`config.mk`:
```
export PLATFORM = sky130hd
export DESIGN_NAME = salc_ctrl
export DESIGN_NICKNAME = d
export VERILOG_FILES = /design/src/hw/rtl/salc_pkg.sv /design/src/hw/rtl/salc_ctrl.sv
export SDC_FILE = /design/constraint.sdc
export NUM_CORES = 1
export LEC_CHECK = 0
export ABC_AREA = 1
export ABC_CLOCK_PERIOD_IN_PS = 1100
export BUFFER_PORTS_ARGS = -buffer_cell sky130_fd_sc_hd__buf_2
export CAP_MARGIN = 20
export CORE_AREA = 10 10 47 49
export CTS_BUF_LIST = sky130_fd_sc_hd__clkbuf_16
export DETAILED_ROUTE_END_ITERATION = 10
export DIE_AREA = 0 0 57 59
export GPL_TIMING_DRIVEN = 0
export PLACE_DENSITY_LB_ADDON = 0.15
export SLEW_MARGIN = 20
export SYNTH_ARGS = -nofsm -noshare
export SYNTH_HDL_FRONTEND = slang
export SYNTH_SLANG_ARGS = --single-unit
```
`constraint.sdc`:
```
create_clock -name clk_i -period 1.1 [get_ports clk_i]
set_input_delay 0 -clock clk_i [delete_from_list [all_inputs] [get_ports clk_i]]
set_output_delay 0 -clock clk_i [all_outputs]
set_load 0.005 [all_outputs]
```
`src/hw/rtl/salc_pkg.sv`:
```
// Shared constants, codes and types of the LRU cache tag store.
`timescale 1ns / 1ps
`default_nettype none

package salc_pkg;

  // Default sizes for the top-level parameters
  localparam int unsigned MaxWaysDef      = 8;
  localparam int unsigned MaxIndexBitsDef = 6;
  localparam int unsigned AddrWidthDef    = 64;

  // Fixed field widths
  localparam int unsigned AddrFieldW = 64;
  localparam int unsigned OutcomeW   = 2;
  localparam int unsigned CfgIdxW    = 2;
  localparam int unsigned CfgDataW   = 5;
  localparam int unsigned OffsetRegW = 5;
  localparam int unsigned IndexRegW  = 3;
  localparam int unsigned WaysRegW   = 4;

  localparam int unsigned MaxOffsetBits = 16;

  // Register reset values
  localparam logic [OffsetRegW-1:0] OffsetBitsRst = 5'd4;
  localparam logic [IndexRegW-1:0]  IndexBitsRst  = 3'd6;
  localparam logic [WaysRegW-1:0]   WaysInUseRst  = 4'd8;

  typedef enum logic [OutcomeW-1:0] {
    OUT_HIT   = 2'd0,
    OUT_FILL  = 2'd1,
    OUT_EVICT = 2'd2
  } outcome_e;

  typedef enum logic [CfgIdxW-1:0] {
    CFG_OFFSET_BITS = 2'd0,
    CFG_INDEX_BITS  = 2'd1,
    CFG_WAYS_IN_USE = 2'd2
  } cfg_idx_e;

  // Controller to datapath commands
  typedef struct packed {
    logic lookup;  // read the set row, capture set and tag
    logic commit;  // write the row back and load the result
  } cmd_t;

endpackage

`default_nettype wire

```
`src/hw/rtl/salc_ctrl.sv`:
```
// Controller state machine: lookup sequencing and result register handshake.
`timescale 1ns / 1ps
`default_nettype none

module salc_ctrl (
  input  wire logic           clk_i,
  input  wire logic           rst_ni,
  input  wire logic           in_valid_i,
  output logic                in_ready_o,
  output logic                out_valid_o,
  input  wire logic           out_ready_i,
  output salc_pkg::cmd_t      cmd_o
);

  typedef enum logic [1:0] {
    S_IDLE   = 2'b01,
    S_LOOKUP = 2'b10
  } state_e;

  state_e state_q, state_d;
  logic   out_valid_q, out_valid_d;
  logic   accept, commit;

  assign in_ready_o  = (state_q == S_IDLE);
  assign accept      = in_valid_i && in_ready_o;
  // the result register must be empty or draining before a new result lands
  assign commit      = (state_q == S_LOOKUP) && (!out_valid_q || out_ready_i);
  assign out_valid_o = out_valid_q;

  always_comb begin
    state_d = state_q;
    unique case (state_q)
      S_IDLE: begin
        if (accept) state_d = S_LOOKUP;
      end
      S_LOOKUP: begin
        if (commit) state_d = S_IDLE;
      end
      default: state_d = S_IDLE;
    endcase
  end

  always_comb begin
    priority if (commit) out_valid_d = 1'b1;
    else if (out_ready_i) out_valid_d = 1'b0;
    else out_valid_d = out_valid_q;
  end

  assign cmd_o.lookup = accept;
  assign cmd_o.commit = commit;

  always_ff @(posedge clk_i or negedge rst_ni) begin
    if (!rst_ni) begin
      state_q     <= S_IDLE;
      out_valid_q <= 1'b0;
    end else begin
      state_q     <= state_d;
      out_valid_q <= out_valid_d;
    end
  end

endmodule

`default_nettype wire

```
==> qor.txt <==
LOGIC SYNTHESIS
-------------------------------------------------------------------------------------
Primary FF master, synth                                                 sky130_fd_sc_hd__dfrtp_1
Syn nets                                                                           27
Synth top cells by count                                                 sky130_fd_sc_hd__inv_1 (7), sky130_fd_sc_hd__nand2_1 (7), sky130_fd_sc_hd__nor2_1 (3)
Share of flip-flops with an asynchronous set or reset                          100.0%
Average footprint of a synthesized cell                                   7.018 sq um
Area of the mapped netlist                                                161.4 sq um
Register bit count reported by yosys                                                3
Top cell type's share of synthesized area                                      31.01%
Post-synthesis cell type count                                                      7
Post-synthesis cell type with the largest combined area                  sky130_fd_sc_hd__dfrtp_1
Gate count after technology mapping                                                23
Top area cells in the synthesized netlist                                sky130_fd_sc_hd__dfrtp_1 (31%), sky130_fd_sc_hd__dfstp_2 (16%), sky130_fd_sc_hd__inv_1 (16%)
Count of yosys warnings during synthesis                                            0
Number of enable-type register cells in the synthesized netlist                     0
Register area share after synthesis                                            47.29%

STA
-------------------------------------------------------------------------------------
Final hold violation count                                                          0
# setup viols final                                                                 0
Final Slew Violations                                                               0
Tightest slew margin relative to the limit                                     92.54%
Setup TNS                                                                        0 ps
Measured slew at the worst slew-check pin                                    111.8 ps
Fraction of the cycle the final worst path needs                               95.34%
Final critical-path required period                                           1049 ps
Fmax achieved                                                               953.5 MHz
Max Clock Skew                                                              0.3088 ps
RSZ-0062 raised after global routing                                               no

WORST SETUP PATH
-------------------------------------------------------------------------------------
Data required time of the critical path                                       1100 ps
Worst EP arrival                                                              1050 ps
Worst-path maximum fanout                                                           2
End of the worst register-to-register path                                 state_q[1]
CP Capture Type                                                          primary output
Worst flop-to-flop path startpoint                                         state_q[0]
Kind of critical path                                                    flop to primary output
Kind of start point of the critical path                                         flop
Number of cells on the worst reg-to-reg path                                        6
Minimum setup slack among reg-to-reg paths                                     120 ps

GRT
-------------------------------------------------------------------------------------
Global-route wire length before repair                                         717 um
Vias in the first global route                                                    186
Total congestion overflow after global routing                                      0
Number of antenna violations at the first check in global routing                   0
Largest net degree at the start of global routing                                   4
GR Util All Layers                                                             2.890%

HOLD PATH
-------------------------------------------------------------------------------------
Count of cells along the worst hold path                                            3
Worst hold path type                                                     input pin to flop
Hold Path Origin                                                           in_valid_i
Hold endpoint                                                              state_q[1]

FLOORPLANNING
-------------------------------------------------------------------------------------
Total die area                                                           0.003363 sq mm
Vert. Die Dim                                                                   59 um
Count of pins on the block boundary                                                 8
Initial Utilization                                                            11.52%
Die Wd                                                                          57 um
Placeable Area                                                           0.001401 sq mm
Number of rows created at floorplan                                                14

FINISH
-------------------------------------------------------------------------------------
Total Nets Final                                                                   40
Syn-to-layout area delta                                                       101.6%
Total inserted antenna cells                                                        0
Share of cells above drive strength 1                                          51.43%
Non-Filler Instances                                                               51

DETAILED ROUTING
-------------------------------------------------------------------------------------
Wire length reported by the detailed router                                    402 um
Final routed DRC violation total                                                    0
Routed WL per cell                                                           7.882 um
Count of routing violations after the opening detailed-route iteration              0
Antenna violation net count after detailed routing                                  0
Pre-Repair DR Iteration Count                                                       1
Overall via count from detail_route                                               155
Post-DR vias/cell                                                               3.039

PWR
-------------------------------------------------------------------------------------
Power per standard cell area                                             2427 mW/mm^2
Maximum vdd drop                                                            0.9476 mV
Switching component of the power                                            0.1463 mW
Internal power component                                                    0.6432 mW
Reg power frac                                                                  17.2%
Total power draw                                                            0.7895 mW
Combinational power share                                                       11.1%
Leakage power                                                               0.1969 nW
Clock share of power                                                            71.7%
Switching share of total power                                                 18.53%

CLOCK TREE
-------------------------------------------------------------------------------------
Clk buf depth                                                                       2
Clock tree root buffer cell                                              sky130_fd_sc_hd__clkbuf_16
Clock insertion delay at the later pin of the skew report                      220 ps
Clock tree from TritonCTS                                                        done
Maximum level of the CTS H-tree                                                     1
Num Clock Sinks                                                                     3
CTS Buf Count                                                                       3
Worst-path clk slew                                                             30 ps

PLACE
-------------------------------------------------------------------------------------
Number of buffer cells added on primary ports                                       7
Instance count after placement with tap cells included                             46
Global placer's final weighted congestion                                      0.6762

STATUS
-------------------------------------------------------------------------------------
Outcome                                                                     completed

JOB
-------------------------------------------------------------------------------------
Max-capacitance violation count                                                     0

## state kept, by name, indices dropped and copies added, names as in the netlist
name	cells
state_q	2
out_valid_o	1
## layout by cell type (no fill, tap or decap)
| cell | Yosys | final |
|---|---|---|
| sky130_fd_sc_hd__nand2_1 | 7 | 5 |
| sky130_fd_sc_hd__buf_2 | 0 | 5 |
| sky130_fd_sc_hd__inv_1 | 7 | 7 |
| sky130_fd_sc_hd__dlygate4sd3_1 | 0 | 1 |
| sky130_fd_sc_hd__dfstp_2 | 1 | 1 |
| sky130_fd_sc_hd__nor2_2 | 1 | 2 |
| sky130_fd_sc_hd__dfrtp_1 | 2 | 2 |
| sky130_fd_sc_hd__buf_4 | 2 | 2 |
| sky130_fd_sc_hd__inv_2 | 0 | 1 |
| sky130_fd_sc_hd__nand2_2 | 0 | 2 |
| sky130_fd_sc_hd__nor2_1 | 3 | 2 |
| sky130_fd_sc_hd__buf_6 | 0 | 2 |
| sky130_fd_sc_hd__clkbuf_16 | 0 | 3 |
## how the worst max path moves through the flow
stage | startpoint | end | slack (ps) | depth (start not counted)
5_1_grt | state_q[0] | cmd_o[1] | 10 | 3
6_report | state_q[0] | cmd_o[1] | 50 | 3
3_5_place_dp | state_q[0] | cmd_o[0] | 150 | 5
4_1_cts | state_q[0] | cmd_o[0] | -10 | 5
3_3_place_gp | state_q[0] | cmd_o[0] | 140 | 5
2_1_floorplan | state_q[0] | state_q[1] | 230 | 5
## area by class of cell
class	count	area, sq um
fill	165	1076
clock inverter	1	3.754
multi-input combinational	11	51.30
inverter	7	26.28
clock buffer	3	75.07
tap	16	20.02
timing repair buffer	10	72.57
sequential	3	76.32
## power by group through the flow
stage | combinational [mW] | sequential [mW] | clock, mW
floorplan | 0.0416 | 0.135 | 0
global placement | 0.0730 | 0.134 | 0
detailed placement | 0.0736 | 0.135 | 0
CTS | 0.0926 | 0.136 | 0.580
global route | 0.100 | 0.138 | 0.588
finish | 0.0876 | 0.136 | 0.566
## critical path, cell delays in order, from the launching register on
cell                      delay (ps)
sky130_fd_sc_hd__dfstp_2         530
sky130_fd_sc_hd__nand2_2          60
sky130_fd_sc_hd__nor2_2          130
sky130_fd_sc_hd__buf_6           110
## routing by layer
layer  vias up  global-route usage [%]  part of all wire [%]  wire length (um)
li1         83                       -                     -                 -
met1        69                   2.482                    37               147
met2         3                   4.341                    60               242
met3         0                   1.288                   3.2                13
met4         0                   4.027                     0                 0
met5         -                       0                     0                 0
## logic make-up after synthesis
logic type	share of synthesized area (%)
simple gates	27.14
buf+inv	25.58
flops	47.29
## per-stage QoR
step | utilization, % | cell area (sq um) | setup WS (ps) | hold slack (ps)
floorplan | - | 161.4 | 228.7 | -295.6
finish | 23.21 | 325.3 | 51.24 | 8.682
CTS | 23.57 | 330.3 | -12.04 | 12.18
global placement | 15.45 | 216.5 | 144.8 | -201.7
global route | 23.21 | 325.3 | 10.76 | 43.86
detailed placement | 15.45 | 216.5 | 145.2 | -201.4
## repair_timing
item	4_1_cts	5_1_grt
cloned	0	0
hold endpoints to repair	3	0
setup endpoints to repair	2	1
hold buffers	1	0
resized for setup	5	1
pin swaps	2	1
setup buffers	2	0
Note: power is estimated with default switching activity, not from simulation.
